<file path="src/rtl/srid_pkg.sv">
package srid_pkg;

	// width of the value field on the result stream
	localparam int unsigned ValueW = 32;

	// configuration register width and index width
	localparam int unsigned CfgW = 5;
	localparam int unsigned CfgIdxW = 1;

	// register indexes
	localparam logic [CfgIdxW-1:0] RegRootBits = 1'd0;
	localparam logic [CfgIdxW-1:0] RegStartBit = 1'd1;

	// reset value of the start position
	localparam logic [2:0] StartBitReset = 3'd7;

	// one decoded result
	typedef struct packed {
		logic [ValueW-1:0] value;
		logic              ovf;
	} res_t;

endpackage

</file>
<file path="src/rtl/srid_bit_unit.sv">
module srid_bit_unit #(
	parameter int VALUE_BITS = 32
) (
	input  logic             clk,
	input  logic             arst_n,
	input  logic             clear,
	input  logic             step,
	input  logic             bit_in,
	input  logic [4:0]       root_bits,
	output logic             emit,
	output srid_pkg::res_t   res
);

	localparam int unsigned ExtW = (VALUE_BITS > 32) ? VALUE_BITS : 32;

	logic                  in_payload_q;
	logic [5:0]            ones_q;
	logic [6:0]            left_q;
	logic [VALUE_BITS-1:0] acc_q;
	logic                  ovf_q;

	logic                  ones_nz;
	logic [6:0]            pay_len;
	logic [6:0]            total_len;
	logic                  ovf_new;
	logic [VALUE_BITS-1:0] acc_shift;
	logic [VALUE_BITS-1:0] acc_src;
	logic                  ovf_src;
	logic [ExtW-1:0]       acc_ext;

	// payload length and overflow test at the end of the prefix
	assign ones_nz   = (ones_q != 6'd0);
	assign pay_len   = 7'(root_bits) + (ones_nz ? (7'(ones_q) - 7'd1) : 7'd0);
	assign total_len = 7'(root_bits) + 7'(ones_q);
	assign ovf_new   = (total_len > 7'(VALUE_BITS));
	assign acc_shift = {acc_q[VALUE_BITS-2:0], bit_in};

	// does this bit finish a code
	assign emit = in_payload_q ? (left_q == 7'd1) : (!bit_in && (pay_len == 7'd0));

	// result of a finishing bit, all ones on overflow
	always_comb begin
		if (in_payload_q) begin
			acc_src = acc_shift;
			ovf_src = ovf_q;
		end else begin
			acc_src = VALUE_BITS'(ones_nz);
			ovf_src = ovf_new;
		end
		acc_ext   = ExtW'(ovf_src ? {VALUE_BITS{1'b1}} : acc_src);
		res.value = acc_ext[srid_pkg::ValueW-1:0];
		res.ovf   = ovf_src;
	end

	// code state, one bit per step
	always_ff @(posedge clk or negedge arst_n) begin
		if (!arst_n) begin
			in_payload_q <= 1'b0;
			ones_q       <= '0;
			left_q       <= '0;
			acc_q        <= '0;
			ovf_q        <= 1'b0;
		end else if (clear) begin
			in_payload_q <= 1'b0;
			ones_q       <= '0;
			left_q       <= '0;
			acc_q        <= '0;
			ovf_q        <= 1'b0;
		end else if (step) begin
			if (!in_payload_q) begin
				if (bit_in) begin
					if (ones_q != 6'h3f) begin
						ones_q <= ones_q + 6'd1;
					end
				end else begin
					ones_q <= '0;
					ovf_q  <= ovf_new;
					acc_q  <= VALUE_BITS'(ones_nz);
					if (pay_len != 7'd0) begin
						in_payload_q <= 1'b1;
						left_q       <= pay_len;
					end
				end
			end else begin
				acc_q  <= acc_shift;
				left_q <= left_q - 7'd1;
				if (emit) begin
					in_payload_q <= 1'b0;
				end
			end
		end
	end

endmodule

</file>
<file path="src/rtl/srid_out_stage.sv">
module srid_out_stage (
	input  logic                        clk,
	input  logic                        arst_n,
	input  logic                        push,
	input  srid_pkg::res_t              push_res,
	input  logic                        flush,
	output logic                        room,
	output logic                        flush_done,
	output logic                        m_axis_tvalid,
	input  logic                        m_axis_tready,
	output logic [srid_pkg::ValueW-1:0] m_axis_tdata,  // value
	output logic                        m_axis_tuser,  // overflow
	output logic                        m_axis_tlast
);

	logic           pend_valid_q;
	srid_pkg::res_t pend_q;
	logic           out_valid_q;
	srid_pkg::res_t out_q;
	logic           out_last_q;
	logic           out_free;
	logic           move;

	// a held result moves on to the free output register only as a new result comes in or on a flush
	assign out_free   = !out_valid_q || m_axis_tready;
	assign room       = !pend_valid_q || out_free;
	assign flush_done = room;
	assign move       = pend_valid_q && (push || flush) && out_free;

	always_ff @(posedge clk or negedge arst_n) begin
		if (!arst_n) begin
			pend_valid_q <= 1'b0;
			out_valid_q  <= 1'b0;
		end else begin
			if (move) begin
				out_valid_q <= 1'b1;
			end else if (m_axis_tready) begin
				out_valid_q <= 1'b0;
			end
			if (push && room) begin
				pend_valid_q <= 1'b1;
			end else if (flush && room) begin
				pend_valid_q <= 1'b0;
			end
		end
	end

	// payload, the last result of a byte goes out on the flush
	always_ff @(posedge clk) begin
		if (move) begin
			out_q      <= pend_q;
			out_last_q <= flush;
		end
		if (push && room) begin
			pend_q <= push_res;
		end
	end

	assign m_axis_tvalid = out_valid_q;
	assign m_axis_tdata  = out_q.value;
	assign m_axis_tuser  = out_q.ovf;
	assign m_axis_tlast  = out_last_q;

endmodule

</file>
<file path="src/rtl/scale_root_int_decoder.sv">
// Scale-and-root integer code decoder (scale 2): takes one stream byte per
// transfer and walks its bits MSB first through a one-bit decode unit, one bit
// per clock while the bit walk is not stalled, from its first position down to
// bit 0, then closes the byte in a flush state. A stream's first byte starts at
// start_bit rather than bit 7. The input stays not ready from the accept until
// the flush is done; results wait in a holding register and an output
// register, and the bit walk stalls only when both are full. Each byte may give
// zero to eight results; tlast marks the last result of a byte.
module scale_root_int_decoder #(
	parameter int VALUE_BITS = 32
) (
	input  logic                          clk,
	input  logic                          arst_n,
	input  logic                          cfg_wr_en,
	input  logic [srid_pkg::CfgIdxW-1:0]  cfg_addr,
	input  logic [srid_pkg::CfgW-1:0]     cfg_wdata,
	input  logic                          s_axis_tvalid,
	output logic                          s_axis_tready,
	input  logic [7:0]                    s_axis_tdata,  // stream_byte
	input  logic                          s_axis_tuser,  // new_stream
	output logic                          m_axis_tvalid,
	input  logic                          m_axis_tready,
	output logic [srid_pkg::ValueW-1:0]   m_axis_tdata,  // value
	output logic                          m_axis_tuser,  // overflow
	output logic                          m_axis_tlast   // last_in_byte
);

	typedef enum logic [1:0] {
		ST_IDLE,
		ST_RUN,
		ST_FLUSH
	} state_t;

	state_t         state_q;
	logic [2:0]     pos_q;
	logic [7:0]     byte_q;
	logic           started_q;
	logic [4:0]     root_q;
	logic [2:0]     start_q;

	logic           in_xfer;
	logic           restart;
	logic           emit;
	logic           step;
	logic           room;
	logic           flush_done;
	srid_pkg::res_t res;

	// configuration registers
	always_ff @(posedge clk or negedge arst_n) begin
		if (!arst_n) begin
			root_q  <= '0;
			start_q <= srid_pkg::StartBitReset;
		end else if (cfg_wr_en) begin
			unique case (cfg_addr)
				srid_pkg::RegRootBits: root_q  <= cfg_wdata;
				srid_pkg::RegStartBit: start_q <= cfg_wdata[2:0];
				default: ;
			endcase
		end
	end

	assign s_axis_tready = (state_q == ST_IDLE);
	assign in_xfer       = s_axis_tvalid && s_axis_tready;
	assign restart       = in_xfer && (s_axis_tuser || !started_q);
	assign step          = (state_q == ST_RUN) && (!emit || room);

	// bit sequencer
	always_ff @(posedge clk or negedge arst_n) begin
		if (!arst_n) begin
			state_q   <= ST_IDLE;
			pos_q     <= '0;
			started_q <= 1'b0;
		end else begin
			unique case (state_q)
				ST_IDLE: begin
					if (in_xfer) begin
						state_q   <= ST_RUN;
						started_q <= 1'b1;
						pos_q     <= restart ? start_q : 3'd7;
					end
				end
				ST_RUN: begin
					if (step) begin
						if (pos_q == 3'd0) begin
							state_q <= ST_FLUSH;
						end else begin
							pos_q <= pos_q - 3'd1;
						end
					end
				end
				ST_FLUSH: begin
					if (flush_done) begin
						state_q <= ST_IDLE;
					end
				end
				default: state_q <= ST_IDLE;
			endcase
		end
	end

	// byte under decode
	always_ff @(posedge clk) begin
		if (in_xfer) begin
			byte_q <= s_axis_tdata;
		end
	end

	srid_bit_unit #(
		.VALUE_BITS(VALUE_BITS)
	) u_bit (
		.clk      (clk),
		.arst_n   (arst_n),
		.clear    (restart),
		.step     (step),
		.bit_in   (byte_q[pos_q]),
		.root_bits(root_q),
		.emit     (emit),
		.res      (res)
	);

	srid_out_stage u_out (
		.clk          (clk),
		.arst_n       (arst_n),
		.push         (step && emit),
		.push_res     (res),
		.flush        (state_q == ST_FLUSH),
		.room         (room),
		.flush_done   (flush_done),
		.m_axis_tvalid(m_axis_tvalid),
		.m_axis_tready(m_axis_tready),
		.m_axis_tdata (m_axis_tdata),
		.m_axis_tuser (m_axis_tuser),
		.m_axis_tlast (m_axis_tlast)
	);

endmodule

</file>
<file path="config.mk">
export PLATFORM = sky130hd
export DESIGN_NAME = scale_root_int_decoder
export DESIGN_NICKNAME = d
export VERILOG_FILES = /design/src/rtl/srid_pkg.sv /design/src/rtl/srid_bit_unit.sv /design/src/rtl/srid_out_stage.sv /design/src/rtl/scale_root_int_decoder.sv
export SDC_FILE = /design/constraint.sdc
export NUM_CORES = 1
export LEC_CHECK = 0
export BUFFER_PORTS_ARGS = -buffer_cell sky130_fd_sc_hd__buf_2
export CORE_MARGIN = 3
export CORE_UTILIZATION = 59
export CTS_CLUSTER_DIAMETER = 80
export DETAILED_ROUTE_END_ITERATION = 10
export PLACE_DENSITY = 0.79
export REMOVE_ABC_BUFFERS = 1
export SLEW_MARGIN = 15
export SYNTH_ARGS = -nofsm -noshare
export SYNTH_HDL_FRONTEND = slang
export SYNTH_SLANG_ARGS = --single-unit
</file>
<file path="constraint.sdc">
create_clock -name clk -period 8.2 [get_ports clk]
set_clock_uncertainty 0.1 [all_clocks]
set_input_delay 1.64 -clock clk [delete_from_list [all_inputs] [get_ports clk]]
set_output_delay 1.64 -clock clk [all_outputs]
set_load 0.02 [all_outputs]
</file>
* Word level (Yosys, flattened, before mapping)
Cells that the tools add are included.
Cells by class: add/subtract/negate cells 6, order comparisons 2, eq/ne operators 13, mux-type cells 44, bitwise logic cells 1, reductions and logical operators 38
Operator list (number):
- 31-bit 2-to-1 mux | 4
- 7-bit 2-to-1 mux | 6
- 32-bit 2-to-1 mux | 1
- 6-bit 2-to-1 mux | 5
- 1-bit 2-to-1 mux | 17
- 3-bit 2-to-1 mux | 4
- 2-bit != test, second input constant | 5
- 1-bit logical AND | 9
- 3-bit AND reduction | 3
- 2-bit 2-to-1 mux | 4
- 2-bit AND reduction | 4
- 4-bit AND reduction | 2
- 2-bit nonzero test | 4
- 5-bit by 6-bit adder with 7-bit output | 1
- 5-bit by 7-bit adder with 7-bit output | 1
- 7-bit by 1-bit == test with 1-bit output, second input constant | 1
- 7-bit by 6-bit greater-than comparator with 1-bit output, second input constant | 1
- 7-bit logical NOT | 1
- 7-bit nonzero test | 1
- 6-bit by 1-bit subtractor with 7-bit output, second input constant | 1
- 7-bit by 1-bit subtractor with 7-bit output, second input constant | 1
- 6-bit by 1-bit adder with 6-bit output, second input constant | 1
- 3-bit != test, second input constant | 2
- 6-bit != test, second input constant | 1
- 15 further kinds | 24
Word-level totals: bits in registers 137, bits of input ports 20, logic and storage cells 122

* Longest topological paths before layout
depth in word-level cells 14, gate-level depth with buffers 16, gate-level depth less buffers 15

* By module
Synthesis repeated with hierarchy kept, for this count alone.
Unflattened totals: cell total of the unflattened synthesis 441, area, all modules 6033.3 µm²
By module, submodules not included:
- srid_bit_unit | instances 1, cells each 293, area each 2910.3 µm², seq. area each 1151.1 µm²
- srid_out_stage | instances 1, cells each 80, area each 2147.1 µm², seq. area each 2062.0 µm²
- scale_root_int_decoder | instances 1, cells each 68, area each 975.9 µm², seq. area each 594.3 µm²

* Least setup slack after synthesis
OpenSTA, ideal clock, no wires.
path type register -> register, start register u_bit.ones_q[0], end register u_out.out_q (netlist bit u_out.m_axis_tdata[0]) (enable), library setup time 475 ps, data arrival time 5814 ps, slack 1811 ps, cell stages (with the launch flop) 13, buffers on the path 0, clock period less this slack 6389 ps, path through dfrtp_1 inv_1 ha_1 nand2_1 nor3_1 or2_2 fa_1 xnor2_1 or4b_2 nor4_2 a31o_2 a21oi_1 nor3b_1
Between the ends: longest elaborated chain between the ends 13, elaborated cells between the ends (all ways) 14, those cells by class add/sub: 2; mux: 2; reduce/logical: 10
Ends and longest elaborated chain:
- start: declaration | RTL line srid_bit_unit.sv:17 | logic [5:0] ones_q;
- start signal: assignment | RTL line srid_bit_unit.sv:73 | ones_q <= ones_q + 6'd1;
- 6-bit by 1-bit subtractor with 7-bit output / 6-bit nonzero test (equally long branches) | RTL line srid_bit_unit.sv:33, srid_bit_unit.sv:32
- 7-bit 2-to-1 mux * | RTL line srid_bit_unit.sv:33 | assign pay_len = 7'(root_bits) + (ones_nz ? (7'(ones_q) - 7'd1) : 7'd0);
- 5-bit by 7-bit adder with 7-bit output * | RTL line srid_bit_unit.sv:33
- 7-bit logical NOT * | RTL line srid_bit_unit.sv:39 | assign emit = in_payload_q ? (left_q == 7'd1) : (!bit_in && (pay_len == 7'd0));
- 1-bit logical AND * | RTL line srid_bit_unit.sv:39
- 1-bit 2-to-1 mux * | RTL line srid_bit_unit.sv:39
- 1-bit logical NOT | RTL line scale_root_int_decoder.sv:66 | assign step = (state_q == ST_RUN) && (!emit || room);
- 1-bit logical OR | RTL line scale_root_int_decoder.sv:66
- 1-bit logical AND | RTL line scale_root_int_decoder.sv:66
- 1-bit logical AND * | RTL line scale_root_int_decoder.sv:125 | .push (step && emit),
- 1-bit logical OR * | RTL line srid_out_stage.sv:28 | assign move = pend_valid_q && (push || flush) && out_free;
- 1-bit logical AND * (2 in a row) | RTL line srid_out_stage.sv:28
- net u_out.move | RTL line srid_out_stage.sv:22 | logic move;
- end signal: assignment | RTL line srid_out_stage.sv:51 | out_q <= pend_q;
- end: declaration | RTL line srid_out_stage.sv:19 | srid_pkg::res_t out_q;
Mark *: on every way through the listed nets, which the timed path passes. The rest lies on a longest branch. A chain may end at the register's enable or synchronous reset.

* Worst setup path after layout
start register u_bit.ones_q[1], end register u_out.pend_q[17] (netlist name) (enable)
Between the ends: longest elaborated chain between the ends 11, elaborated cells between the ends (all ways) 12, those cells by class add/sub: 2; mux: 2; reduce/logical: 8
Ends and longest elaborated chain:
- 6-bit by 1-bit subtractor with 7-bit output / 6-bit nonzero test (equally long branches) | RTL line srid_bit_unit.sv:33, srid_bit_unit.sv:32
- 7-bit 2-to-1 mux * | RTL line srid_bit_unit.sv:33
- 5-bit by 7-bit adder with 7-bit output * | RTL line srid_bit_unit.sv:33
- 7-bit logical NOT * | RTL line srid_bit_unit.sv:39
- 1-bit logical AND * | RTL line srid_bit_unit.sv:39
- 1-bit 2-to-1 mux * | RTL line srid_bit_unit.sv:39
- 1-bit logical NOT | RTL line scale_root_int_decoder.sv:66
- 1-bit logical OR | RTL line scale_root_int_decoder.sv:66
- 1-bit logical AND | RTL line scale_root_int_decoder.sv:66
- 1-bit logical AND * | RTL line scale_root_int_decoder.sv:125
- 1-bit logical AND * | RTL line srid_out_stage.sv:54 | if (push && room) begin
- end signal: assignment | RTL line srid_out_stage.sv:55 | pend_q <= push_res;
- end: declaration | RTL line srid_out_stage.sv:17 | srid_pkg::res_t pend_q;
Mark *: on every way between the ends. The rest lies on a longest branch, timed or not.

==> impl_summary.txt <==
----------------------------------------------------
[Status]
  Status ... finished, final reports clean

[Power]
  Power density of the placed cells ... about 370 mW/mm^2
  Static Leakage ... 3.09 nW
  Maximum vdd drop ... 0.000231 V

[Timing]
  Number of hold-slack violations in the final timing report ... 0
  Post-route fraction of the period consumed by the critical path ... 0.591
  RSZ-0062 raised after global routing ... false
  Shortest period the worst path allows ... 4840 ps
  Count of pins over their slew limit ... 0
  Max-slew headroom at the worst pin ... 0.236
  Worst slew pin tran ... 1110 ps
  Count of endpoints failing setup in the final report ... 0
  Max Clock Freq ... 206 MHz
  Fin Setup TNS ... 0 ps

[Clock tree]
  Clock Latency Late Sink ... 530 ps
  Worst-case clock buffer depth ... 2
  TritonCTS Sinks ... 137
  Number of buffers inserted during clock tree synthesis ... 17
  Root buffer cell ... sky130_fd_sc_hd__clkbuf_8
  Post CTS Setup Buffer Count ... 0
  Hold bufs inserted after CTS ... 0
  Reg clk slew, reported paths ... roughly 60 ps
  Clock H-tree levels ... 4
  Clock tree from TritonCTS ... built
  Post-CTS Resized ... 0

[Cells and area]
  Cell Count, Final, Fillers Out ... 747
  Total area of sequential cells ... roughly 0.0038 mm^2
  Net count of the finished layout ... 639
  Share of post-route cells with drive strength above 1 ... 0.205
  Fill cells ... between 600 and 700
  Diodes inserted ... 0
  Area taken by multi-input logic gates ... around 0.0022 mm^2
  Area overhead of the layout relative to synthesis ... 16.2%

[Logic synthesis]
  Top cell type's share of synthesized area ... 0.364
  Top_reg_cell synth ... sky130_fd_sc_hd__edfxtp_1
  Xor and xnor area share after synthesis ... 0.0168
  Share of the synthesized area in compound gates (AO/OA/AOI/OAI) ... 0.102
  Number of register bits inferred by synthesis ... approximately 140
  Top cells by area in the synthesized netlist ... sky130_fd_sc_hd__edfxtp_1 36%, sky130_fd_sc_hd__dfrtp_1 24%, sky130_fd_sc_hd__nand2_1 6.9%, sky130_fd_sc_hd__a21oi_1 3.6%, sky130_fd_sc_hd__ha_1 3.2%
  Arithmetic-cell share of the synthesized area counting full adders, half adders and majority gates ... 0.0388
  Yosys warnings ... 0
  Distinct cells, synth ... 59
  Sequential-to-total area share from yosys stat ... 0.616
  Post-synthesis instance total ... 548
  Share of synthesized flip-flops with an asynchronous set or reset ... 0.453
  Mean instance size in the synthesized netlist ... roughly 11 um^2
  Leading area contributor after synthesis ... sky130_fd_sc_hd__edfxtp_1
  Mux share of post-synthesis cell area ... 0.0346
  Synth Area in Simple Gates ... 0.161
  Mapped Area ... about 0.006 mm^2
  Combinational family with the most area after synthesis ... simple AND/OR/NAND/NOR gates
  Number of flops mapped to enable cells by yosys ... 75

[Detailed routing]
  1st-iter DRT viols ... ~290
  Via density ... 5.87
  Routed Antenna Nets ... 0
  First-pass DRT Iterations ... 5
  Overall via count from detail_route ... 4385
  Total wirelength of the detailed-routed design ... roughly 13000 um
  Total DRC errors in the routed layout ... 0
  Average wire per standard cell ... ~17 um

[Critical path]
  Startpoint class of the critical path ... flip-flop
  Critical Path, Cell by Cell ... inv_1 -> ha_1 -> nand2_1 -> nor3_1 -> nor2_1 -> ha_1 -> inv_1 -> fa_1 -> xnor2_1 -> or4b_2 -> nor4_2 -> a31oi_1 -> nor3_2 -> buf_4
  Worst-path cell with the longest stage delay ... sky130_fd_sc_hd__nor4_2
  Kind of critical path ... flip-flop to flip-flop
  Required time reported for the critical path endpoint ... 8290 ps
  Type of destination of the critical path ... flip-flop
  Worst-path fanout max ... 33
  Arrival @ worst endpoint ... 4930 ps
  Largest incremental delay on the critical path ... just over 700 ps

[Floorplan]
  Die Wd ... approximately 110 um
  Die Ht ... 108 um
  Die Area ... 0.0117 mm^2
  Placeable core region ... 0.0100 mm^2
  Initial Util ... 0.618
  Count of standard-cell rows ... 36
  Number of top-level design ports ... 56

[GRT]
  Overall overflow remaining after global route ... 0
  Vias in the first global route ... 4213
  Number of antenna violations at the first check in global routing ... 0
  Largest net degree at the start of global routing ... 73
  Global-route usage over all layers ... 0.230
  Global-route wire length before repair ... 20500 um

[Run]
  Max-Cap Viols ... 0

[Place]
  Number of placed cells counting well taps ... 715
  Routability cong. ... 0.865
  Buffers added on ports ... 55
  HPWL reported at the end of detailed placement ... 7810 um

[Min path]
  Hold Crit Class ... flip-flop to flip-flop

----------------------------------------------------
cell usage in the layout (no fill, tap or decap), drive strengths merged, types with 3 or more instances in the layout:
| cell type | n |
|---|---|
| a22o | 3 |
| bufinv | 3 |
| mux2i | 9 |
| clkinvlp | 3 |
| o221a | 3 |
| nor2b | 3 |
| clkbuf | 18 |
| or2 | 3 |
| a21oi | 46 |
| edfxtp | 75 |
| nand3 | 40 |
| a31o | 4 |
| a21o | 4 |
| dfstp | 3 |
| ha | 16 |
| o21ai | 19 |
| mux2 | 7 |
| a31oi | 4 |
| buf | 62 |
| or4 | 4 |
| o31ai | 4 |
| inv | 25 |
| nor2 | 20 |
| dfrtp | 59 |
| xnor2 | 9 |
| nor3 | 7 |
| nand2 | 114 |
| nand2b | 8 |
path summary, 6_finish.rpt:
path	from	endpoint	slack, ps	cells after the start
max in group asynchronous	arst_n	u_bit.in_payload_q	6300	2
min in group asynchronous	arst_n	root_q[4]	1160	2
max	u_bit.ones_q[1]	u_out.pend_q[17]	3360	14
max reg2reg	u_bit.ones_q[1]	u_out.pend_q[17]	3360	14
min	u_out.pend_q[8]	u_out.m_axis_tdata[7]	320	0
min reg2reg	u_out.pend_q[8]	u_out.m_axis_tdata[7]	320	0
where the power goes:
group	switching, W	leakage, nW	total (W)	internal, W
Sequential	0.0000879	1.51	0.000953	0.000866
Combinational	0.000572	1.30	0.000895	0.000323
Clock	0.000307	0.287	0.000779	0.000472
Total	0.000967	3.09	0.00263	0.00166
per-stage QoR:
| step | util | worst slack [ps] | cell area (um^2) | power, W | hold slack, ps |
|---|---|---|---|---|---|
| floorplan | - | 1810 | 6060 | 0.00160 | 300 |
| global placement | 0.658 | 3670 | 6580 | 0.00180 | 301 |
| detailed placement | 0.658 | 3480 | 6580 | 0.00184 | 305 |
| CTS | 0.719 | 3400 | 7190 | 0.00263 | 320 |
| global route | 0.719 | 3070 | 7190 | 0.00278 | 325 |
| finish | 0.719 | 3360 | 7190 | 0.00263 | 319 |
worst max-delay path: cells and delay by family, from the launching register on:
family / cells / cell delay, ps
flops: 1 / 460
xor+xnor: 1 / 90
fa+ha+maj: 3 / 630
simple gates: 6 / 2220
compound gates: 1 / 370
buf+inv: 3 / 600
synth_stat cells (2+ instances only):
library cell                 n
sky130_fd_sc_hd__a211oi_1    2
sky130_fd_sc_hd__a21o_1      4
sky130_fd_sc_hd__a21oi_1    45
sky130_fd_sc_hd__a22o_1      3
sky130_fd_sc_hd__a31o_2      4
sky130_fd_sc_hd__a31oi_1     4
sky130_fd_sc_hd__and2_1      2
sky130_fd_sc_hd__and3_1      2
sky130_fd_sc_hd__buf_1       3
sky130_fd_sc_hd__buf_6       2
sky130_fd_sc_hd__clkbuf_1   23
sky130_fd_sc_hd__dfrtp_1    59
sky130_fd_sc_hd__dfstp_2     3
sky130_fd_sc_hd__edfxtp_1   75
sky130_fd_sc_hd__fa_1        2
sky130_fd_sc_hd__ha_1       16
sky130_fd_sc_hd__inv_1      19
sky130_fd_sc_hd__mux2_2      7
sky130_fd_sc_hd__mux2i_1     9
sky130_fd_sc_hd__mux4_2      2
sky130_fd_sc_hd__nand2_1   114
sky130_fd_sc_hd__nand2b_1    8
sky130_fd_sc_hd__nand3_1    40
sky130_fd_sc_hd__nand3b_1    2
sky130_fd_sc_hd__nor2_1     20
sky130_fd_sc_hd__nor2b_1     3
sky130_fd_sc_hd__nor3_1      7
sky130_fd_sc_hd__nor3b_1     2
sky130_fd_sc_hd__o211ai_1    2
sky130_fd_sc_hd__o21ai_0    18
sky130_fd_sc_hd__o221a_2     3
sky130_fd_sc_hd__o31ai_1     4
sky130_fd_sc_hd__or2_2       3
sky130_fd_sc_hd__or4_1       2
sky130_fd_sc_hd__or4_4       2
sky130_fd_sc_hd__xnor2_1     8
sky130_fd_sc_hd__xor2_1      2
cell type report:
| cell class | count | share of cell area |
|---|---|---|
| multi-input cells | 364 | 0.307 |
| repair buffers | 62 | 0.0456 |
| clock inverters | 14 | 0.0261 |
| inverters | 19 | 0.00992 |
| well taps | 133 | 0.0231 |
| flip-flops and latches | 137 | 0.530 |
| clock buffers | 18 | 0.0581 |
logic make-up (layout without fill, tap and decap cells):
| group | after synthesis | in the layout |
|---|---|---|
| flip-flops | 137 | 137 |
| XOR/XNOR | 11 | 11 |
| AO/OA/AOI/OAI | 101 | 101 |
| buffers and inverters | 47 | 113 |
| adder cells (fa/ha/maj) | 18 | 18 |
| multiplexers | 18 | 18 |
| AND/OR/NAND/NOR | 216 | 216 |
metal layers:
layer | share of wire | GRT usage | routed length [um]
met5 | 0 | 0 | 0
met3 | 0.052 | 0.0561 | 659
met1 | 0.40 | 0.281 | 5070
met2 | 0.52 | 0.391 | 6520
met4 | 0.025 | 0.100 | 320
flip-flops by register name, summed over array words and instances, names as in the netlist, 2 cells and up:
| name | flops |
|---|---|
| root_q | 5 |
| state_q | 2 |
| u_bit.left_q | 7 |
| u_bit.acc_q | 31 |
| u_bit.ones_q | 6 |
| u_out.m_axis_tdata | 32 |
| start_q | 3 |
| pos_q | 3 |
| u_out.pend_q | 33 |
| byte_q | 8 |
No activity file was read; power rests on OpenSTA's default activity.
